<file path="config.mk">
export PLATFORM = sky130hd
export DESIGN_NAME = smk_round
export DESIGN_NICKNAME = d
export VERILOG_FILES = /design/src/hdl/smk_pkg.sv /design/src/hdl/smk_round.sv
export SDC_FILE = /design/constraint.sdc
export NUM_CORES = 1
export LEC_CHECK = 0
export ABC_AREA = 1
export ABC_CLOCK_PERIOD_IN_PS = 8100
export BUFFER_PORTS_ARGS = -buffer_cell sky130_fd_sc_hd__buf_2
export CAP_MARGIN = 10
export CELL_PAD_IN_SITES_DETAIL_PLACEMENT = 0
export CELL_PAD_IN_SITES_GLOBAL_PLACEMENT = 2
export CORE_AREA = 10 10 611 613
export CTS_CLUSTER_SIZE = 20
export DETAILED_ROUTE_END_ITERATION = 10
export DIE_AREA = 0 0 621 623
export PLACE_DENSITY = 0.48
export RECOVER_POWER = 25
export SYNTH_ARGS = -nofsm -noshare
export SYNTH_HDL_FRONTEND = slang
export SYNTH_SLANG_ARGS = --single-unit
</file>
<file path="constraint.sdc">
create_clock -name clk -period 8.1 [get_ports clk]
set_clock_uncertainty 0.1 [all_clocks]
set_input_delay 2.025 -clock clk [delete_from_list [all_inputs] [get_ports clk]]
set_output_delay 2.025 -clock clk [all_outputs]
set_load 0.02 [all_outputs]
</file>
<file path="src/hdl/smk_pkg.sv">
package smk_pkg;

  localparam int unsigned ROUNDS = 64;
  localparam int unsigned DIGITS = 6;
  localparam int unsigned KEY_CHARS = 24;

  localparam logic [2:0] REG_MAC = 3'd0;
  localparam logic [2:0] REG_CMP_EN = 3'd1;
  localparam logic [2:0] REG_TGT_0 = 3'd2;
  localparam logic [2:0] REG_TGT_1 = 3'd3;
  localparam logic [2:0] REG_TGT_2 = 3'd4;

  localparam logic [19:0] SERIAL_WRAP = 20'd1000000;

  localparam logic [7:0][31:0] SALT_WORDS = {
    32'h913FDCE8, 32'h05CE2075, 32'h02AC5600, 32'hCAAF1284,
    32'h45D23B15, 32'h86968D34, 32'hE579B6D9, 32'h64C6DDE3
  };

  localparam logic [31:0] PREFIX_0 = 32'h36373930;
  localparam logic [31:0] PREFIX_1 = 32'h36393130;
  localparam logic [31:0] LENGTH_WORD = 32'h00000198;

  localparam logic [7:0][31:0] INIT_H = {
    32'h5be0cd19, 32'h1f83d9ab, 32'h9b05688c, 32'h510e527f,
    32'ha54ff53a, 32'h3c6ef372, 32'hbb67ae85, 32'h6a09e667
  };

  localparam logic [63:0][31:0] ROUND_K = {
    32'hc67178f2, 32'hbef9a3f7, 32'ha4506ceb, 32'h90befffa,
    32'h8cc70208, 32'h84c87814, 32'h78a5636f, 32'h748f82ee,
    32'h682e6ff3, 32'h5b9cca4f, 32'h4ed8aa4a, 32'h391c0cb3,
    32'h34b0bcb5, 32'h2748774c, 32'h1e376c08, 32'h19a4c116,
    32'h106aa070, 32'hf40e3585, 32'hd6990624, 32'hd192e819,
    32'hc76c51a3, 32'hc24b8b70, 32'ha81a664b, 32'ha2bfe8a1,
    32'h92722c85, 32'h81c2c92e, 32'h766a0abb, 32'h650a7354,
    32'h53380d13, 32'h4d2c6dfc, 32'h2e1b2138, 32'h27b70a85,
    32'h14292967, 32'h06ca6351, 32'hd5a79147, 32'hc6e00bf3,
    32'hbf597fc7, 32'hb00327c8, 32'ha831c66d, 32'h983e5152,
    32'h76f988da, 32'h5cb0a9dc, 32'h4a7484aa, 32'h2de92c6f,
    32'h240ca1cc, 32'h0fc19dc6, 32'hefbe4786, 32'he49b69c1,
    32'hc19bf174, 32'h9bdc06a7, 32'h80deb1fe, 32'h72be5d74,
    32'h550c7dc3, 32'h243185be, 32'h12835b01, 32'hd807aa98,
    32'hab1c5ed5, 32'h923f82a4, 32'h59f111f1, 32'h3956c25b,
    32'he9b5dba5, 32'hb5c0fbcf, 32'h71374491, 32'h428a2f98
  };

  typedef struct packed {
    logic             valid;
    logic [7:0][31:0] v;
    logic [15:0][31:0] w;
  } round_t;

endpackage

</file>
<file path="src/hdl/smk_round.sv">
module smk_round (
  input  logic                  clk,
  input  logic                  rst,
  input  logic                  en,
  input  logic [31:0]           k,
  input  smk_pkg::round_t       din,
  output smk_pkg::round_t       dout
);

  function automatic logic [31:0] ror(input logic [31:0] x, input int unsigned n);
    ror = (x >> n) | (x << (32 - n));
  endfunction

  logic [31:0] s0, s1, ch, maj, t1, t2, ws0, ws1, wnew;
  smk_pkg::round_t nxt;

  always_comb begin
    s1 = ror(din.v[4], 6) ^ ror(din.v[4], 11) ^ ror(din.v[4], 25);
    ch = (din.v[4] & din.v[5]) ^ (~din.v[4] & din.v[6]);
    t1 = din.v[7] + s1 + ch + k + din.w[0];
    s0 = ror(din.v[0], 2) ^ ror(din.v[0], 13) ^ ror(din.v[0], 22);
    maj = (din.v[0] & din.v[1]) ^ (din.v[0] & din.v[2]) ^ (din.v[1] & din.v[2]);
    t2 = s0 + maj;
    ws0 = ror(din.w[1], 7) ^ ror(din.w[1], 18) ^ (din.w[1] >> 3);
    ws1 = ror(din.w[14], 17) ^ ror(din.w[14], 19) ^ (din.w[14] >> 10);
    wnew = din.w[0] + ws0 + din.w[9] + ws1;
    nxt.valid = din.valid;
    nxt.v[7] = din.v[6];
    nxt.v[6] = din.v[5];
    nxt.v[5] = din.v[4];
    nxt.v[4] = din.v[3] + t1;
    nxt.v[3] = din.v[2];
    nxt.v[2] = din.v[1];
    nxt.v[1] = din.v[0];
    nxt.v[0] = t1 + t2;
    for (int i = 0; i < 15; i++) begin
      nxt.w[i] = din.w[i + 1];
    end
    nxt.w[15] = wnew;
  end

  always_ff @(posedge clk) begin
    if (en) begin
      dout.v <= nxt.v;
      dout.w <= nxt.w;
    end
    if (rst) begin
      dout.valid <= 1'b0;
    end else if (en) begin
      dout.valid <= nxt.valid;
    end
  end

endmodule

</file>
==> metrics.md, run 1 <==
| Metric | Value |
|---|---|
| Avg Cell Area, Syn | `13.1 um2` |
| Max Fclk | `0.129 GHz` |
| Initial DRT Pass Iterations | `5` |
| Die area | `387000 um2` |
| Initial antenna violation count | `184` |
| Vias in the first global route | `33933` |
| Row count | `221` |
| R2R Path End | `dout[768]` |
| Post-CTS Setup Repair Bufs | `0` |
| Grt total ovfl | `0` |
| Slowest-stage cell, CP | `fa_1` |
| Gates resized, CTS repair | `0` |
| Most frequent cells in the layout | `buf_2 (1342), edfxtp_1 (768), inv_1 (507)` |
| WS Path Type | `input pin to flop` |
| Reg2Reg Depth | `2` |
| Die width | `621 um` |
| Adder-cell share of the synthesized area | `14.3%` |
| Biggest register | `dout` |
| Area Growth Syn to Fin | `51.5%` |
| Final Hold Fails | `0` |
| Leak Pwr | `24.8 nW` |
| VDD IR max | `0.000378 V` |
| Post-route non-filler standard cell count | `9862` |
| Most common cell after layout, fill and taps aside | `buf_2` |
| Status | `completed` |
| Fill count | `40817` |
| Clk sink count | `769` |
| Worst Path Required | `8620 ps` |
| Residual DRC | `0` |
| Unrepaired setup endpoints after global routing | `no` |
| Delay-heaviest family, CP | `adder cells` |
| Period utilization | `95.6%` |
| CORE AREA | `361000 um2` |
| Die height | `623 um` |
| Io pins | `1573` |
| Pwr dens | `528 nW/um2` |
| Max H-tree Level | `3` |
| Worst slew pin tran | `1010 ps` |
| Cts bufs inserted | `106` |
| Syn Nets | `4058` |
| Final WS setup | `357 ps` |
| Crit path largest cell delay | `540 ps` |
| Min Tclk post-route | `7740 ps` |
| Placed Instances | `9607` |
| Main combinational cell family by area after synthesis | `adder cells` |
| Final hold slack | `400 ps` |
| Total number of vias | `31364` |
| First-pass GRT wire length | `378000 um` |
| Final setup violation count | `0` |
| Hold path startpoint | `dout[768]` |
| Regs by FF count | `dout x769` |
| DR WL/cell | `30.9 um` |
| Via density per instance | `3.18` |
| Primary FF master, synth | `edfxtp_1` |
| Synth async-reset ratio | `0%` |
| Synthesized area | `38400 um2` |
| Clock Latency Late Sink | `770 ps` |
| Synth cell types | `47` |
| Layout cell share with drive strength beyond 1 | `37.6%` |
| CTS tree | `yes` |
| Max FFs per register | `769` |
| Final slew viol count | `0` |
| CTS root buf | `clkbuf_16` |
| Synth Area in Compound Gates | `4.73%` |
| Post-synthesis sequential area ratio | `60.1%` |
| Number of synthesized flops with an enable pin | `768` |
| Pre-CTS setup slack | `-627 ps` |
| Initial core utilization | `10.6%` |
| Largest net degree at the start of global routing | `152` |
| Hold_buf cts | `0` |
| Worst Hold Class | `flop to flop` |
| R2r startpoint | `dout[768]` |
| Worst-path fanout max | `4` |
| Crit path buf inv count | `8` |
| Clock Tree Buf Depth | `4` |
| YS warnings | `0` |
| Initial drt markers | `1811` |
| Clock slew at reported path FFs | `60 ps` |
| WHS Path Cells | `2` |
| Post-Synth XOR/XNOR Area | `7.95%` |
| Total power | `0.0308 W` |
| GPL Wtd Cong | `0.897` |
| Synth Register Bits | `769` |
| Post-synthesis mux area share | `0.824%` |
| # Max-Cap Violations | `0` |
| Tot GR Track Use | `15.0%` |
| Nature of the critical path endpoint | `flop` |
| CP Launch Point | `din[653]` |
| Port bufs | `1572` |
| Total length of routed wires | `305000 um` |
| Layout Nets | `6036` |
| Cell count after synthesis | `2943` |
| Post-DP HPWL | `274000 um` |
| Startpoint types | `input pin` |
| R2R Setup Slk | `7420 ps` |
| Antenna-violating nets left | `0` |
| Hold Path Sink | `dout[768]` |
| Rel. slew slack | `32.3%` |
| Simple-gate share of the synthesized area | `6.89%` |
| Crit path DAT | `8260 ps` |
through the flow:
stage	utilization (%)	TNS (ps)	area, um2
detailed placement	15.2	-10620	54900
global placement	15.2	-18560	54900
global route	16.1	0	58200
floorplan	-	0	38400
CTS	16.2	0	58400
finish	16.1	0	58200
cell usage after synthesis (all sizes together), types with 2 or more instances:
| library cell | n | area [um2] |
|---|---|---|
| a21boi | 9 | 78.8 |
| a21o | 25 | 188 |
| a21oi | 153 | 781 |
| a31o | 2 | 17.5 |
| a31oi | 9 | 56.3 |
| and2 | 2 | 12.5 |
| and3 | 6 | 37.5 |
| clkbuf | 23 | 86.3 |
| edfxtp | 768 | 23100 |
| fa | 187 | 3740 |
| ha | 124 | 1550 |
| inv | 515 | 1930 |
| maj3 | 20 | 200 |
| mux2 | 5 | 56.3 |
| mux2i | 26 | 260 |
| nand2 | 348 | 1340 |
| nand3 | 82 | 430 |
| nand3b | 5 | 37.5 |
| nand4 | 22 | 138 |
| nor2 | 132 | 505 |
| nor3 | 10 | 77.6 |
| nor4 | 6 | 52.6 |
| o21a | 11 | 82.6 |
| o21ai | 75 | 405 |
| o21bai | 21 | 158 |
| o221ai | 3 | 26.3 |
| xnor2 | 175 | 1540 |
| xor2 | 173 | 1520 |
kinds of logic after synthesis:
family / Yosys count
DFF: 769
adders and majority gates: 331
AOI/OAI and AO/OA: 311
buffers and inverters: 538
xor gates and xnor gates: 348
and+or+nand+nor: 615
muxes: 31
tightest hold or removal path, stage by stage (launching register included):
cell and delay, ps:
dfxtp_1 320, mux2i_1 60, nor2_1 80
final cells by class:
type | count | area (um2) | share of cell area, %
inverter | 515 | 1930 | 3.32
clock inverter | 68 | 724 | 1.24
clock buffer | 122 | 2710 | 4.66
sequential | 769 | 23100 | 39.6
multi-input combinational | 1636 | 13300 | 22.9
tap | 4794 | 6000 | 10.3
antenna | 65 | 163 | 0.279
timing repair buffer | 1893 | 10300 | 17.7
report_power, final:
part | internal (W) | switching, W
Combinational | 0.00811 | 0.0121
Clock | 0.00276 | 0.00202
Sequential | 0.00560 | 0.000170
Total | 0.0165 | 0.0143
routing by layer:
metal  wire (um)  global-route usage (%)  part of all wire, %
met5         485                       0                 0.16
met4       12700                    4.81                  4.2
met1       91800                    13.0                   30
met2      179000                    31.9                   59
met3       20200                    4.38                  6.6
worst max path at each step:
stage | end | slack, ps | depth (start not counted)
6_report | dout[527] | 360 | 27
5_1_grt | dout[532] | 130 | 24
4_1_cts | dout[527] | 330 | 27
3_5_place_dp | dout[527] | -630 | 27
3_3_place_gp | dout[543] | -880 | 29
2_1_floorplan | dout[543] | 1040 | 28
No activity file was read; power rests on OpenSTA's default activity.
==> run 2: changes to the inputs <==
- CAP_MARGIN: 10 -> 0
- RECOVER_POWER: 25 -> 100
==> run 2 against run 1 <==
Compared with the run above: the flow now finishes with violations (capacitance limit, slew limit); sequential power about the same; hold slack about the same; die area unchanged; wire length up 0.34%; highest routed layer unchanged; combinational power about the same.
==> metrics.md, run 2 (synthesized netlist as in run 1, its figures left out) <==
| Metric | Value |
|---|---|
| Startpoint types | `input pin (unchanged)` |
| Area of the multi-input gates | `13300 um2 (about the same)` |
| WS Path Type | `input pin to flop (unchanged)` |
| Via density per instance | `3.17 (was 3.18)` |
| Largest net degree at the start of global routing | `152 (unchanged)` |
| Status | `finished, violations left (was completed)` |
| Placed Instances | `9606 (was 9607)` |
| Clock Latency Late Sink | `800 ps (was 770 ps)` |
| Die area | `387000 um2 (unchanged)` |
| Clock Tree Buf Depth | `4 (unchanged)` |
| Worst slew pin tran | `3850 ps (was 1010 ps)` |
| Post-layout util | `15.8% (was 16.1%)` |
| GPL Wtd Cong | `0.897 (unchanged)` |
| Hold_buf cts | `0 (unchanged)` |
| Slowest-stage cell, CP | `xnor2_1 (was fa_1)` |
| Unrepaired setup endpoints after global routing | `no (unchanged)` |
| Leak Pwr | `22.3 nW (was 24.8 nW)` |
| Nature of the critical path endpoint | `flop (unchanged)` |
| Regs by FF count | `dout x769 (unchanged)` |
| R2r startpoint | `dout[768] (unchanged)` |
| Worst Hold Class | `flop to flop (unchanged)` |
| Antenna-violating nets left | `0 (unchanged)` |
| Initial core utilization | `10.6% (unchanged)` |
| Crit path largest cell delay | `1020 ps (was 540 ps)` |
| Worst-path fanout max | `4 (unchanged)` |
| Row count | `221 (unchanged)` |
| Layout Nets | `6036 (unchanged)` |
| Most common cell after layout, fill and taps aside | `clkbuf_1 (was buf_2)` |
| Max FFs per register | `769 (unchanged)` |
| Crit path DAT | `8440 ps (was 8260 ps)` |
| Post-DP HPWL | `274000 um (about the same)` |
| Post-CTS Setup Repair Bufs | `0 (unchanged)` |
| Setup TNS | `0 ps (unchanged)` |
| Failing checks | `capacitance limit, slew limit` |
| VDD IR max | `0.000370 V (was 0.000378 V)` |
| # Max-Cap Violations | `10 (was 0)` |
| Grt total ovfl | `0 (unchanged)` |
| Hold path startpoint | `dout[768] (unchanged)` |
| Most frequent cells in the layout | `clkbuf_1 (1116), edfxtp_1 (768), inv_1 (507) (was buf_2 (1342), edfxtp_1 (768), inv_1 (507))` |
| Area Growth Syn to Fin | `48.5% (was 51.5%)` |
| Post-route non-filler standard cell count | `9863 (was 9862)` |
| Total length of routed wires | `306000 um (was 305000 um)` |
| Period utilization | `97.8% (was 95.6%)` |
| CORE AREA | `361000 um2 (unchanged)` |
| Die height | `623 um (unchanged)` |
| Final slew viol count | `729 (was 0)` |
| Port bufs | `1572 (unchanged)` |
| Worst Path Required | `8610 ps (was 8620 ps)` |
| Clk sink count | `769 (unchanged)` |
| First-pass GRT wire length | `380000 um (was 378000 um)` |
| Io pins | `1573 (unchanged)` |
| Die width | `621 um (unchanged)` |
| Biggest register | `dout (unchanged)` |
| CP Launch Point | `din[652] (was din[653])` |
| Rel. slew slack | `-157% (was 32.3%)` |
| Min Tclk post-route | `7920 ps (was 7740 ps)` |
| Cts bufs inserted | `107 (was 106)` |
| Pwr dens | `537 nW/um2 (was 528 nW/um2)` |
| Fill count | `41087 (was 40817)` |
| Initial antenna violation count | `179 (was 184)` |
| Final Hold Fails | `0 (unchanged)` |
| CTS tree | `yes (unchanged)` |
| DR WL/cell | `31.0 um (was 30.9 um)` |
| Final setup violation count | `0 (unchanged)` |
| Layout cell share with drive strength beyond 1 | `19.9% (was 37.6%)` |
| Area occupied by registers | `23100 um2 (unchanged)` |
| Clock slew at reported path FFs | `60 ps (about the same)` |
| Residual DRC | `0 (unchanged)` |
| Max Fclk | `0.126 GHz (was 0.129 GHz)` |
| Max H-tree Level | `3 (unchanged)` |
| Initial drt markers | `1684 (was 1811)` |
| Initial DRT Pass Iterations | `7 (was 5)` |
| Vias in the first global route | `33826 (was 33933)` |
| CTS root buf | `clkbuf_16 (unchanged)` |
| Gates resized, CTS repair | `0 (unchanged)` |
| Total number of vias | `31314 (was 31364)` |
| Tot GR Track Use | `15.0% (about the same)` |
## run 2: metrics by stage
stage	worst slack, ps	power [W]	area (um2)	hold WS [ps]
3_3_place_gp	-879	0.0268	54900	374
4_1_cts	172	0.0318	58500	399
5_1_grt	30.7	0.0331	57000	432
2_1_floorplan	1040	0.0155	38400	479
6_report	176	0.0306	57100	400
3_5_place_dp	-784	0.0266	54900	385
## run 2: power breakdown
part           internal, W  switching, W
registers          0.00561      0.000189
logic              0.00781        0.0121
clock network      0.00288       0.00208
## run 2: per-layer routing
layer	global-route usage, %	wire, um
met1	13.3	92100
met4	4.89	13800
met5	0	456
met3	4.02	20100
met2	32.0	179000
## run 2: worst max-delay path, delay by kind of cell
family | cells | cell delay, ps
AOI/OAI and AO/OA | 6 | 1180
xor gates and xnor gates | 4 | 1700
adders and majority gates | 5 | 1950
buffers and inverters | 7 | 950
and+or+nand+nor | 4 | 580
## run 2: path summary, 6_finish.rpt
| kind | to | slack [ps] | cells past startpoint |
|---|---|---|---|
| max | dout[527] | 180 | 26 |
| min | dout[768] | 400 | 2 |
| max reg2reg | dout[768] | 7390 | 2 |
| min reg2reg | dout[768] | 400 | 2 |
## run 2: area by class of cell
class	count	share of cell area, %
inverters	515	3.39
multi-input cells	1636	23.3
repair buffers	1892	15.8
clock inverters	66	1.37
diodes	68	0.298
well taps	4794	10.5
flip-flops and latches	769	40.4
clock buffers	123	4.87
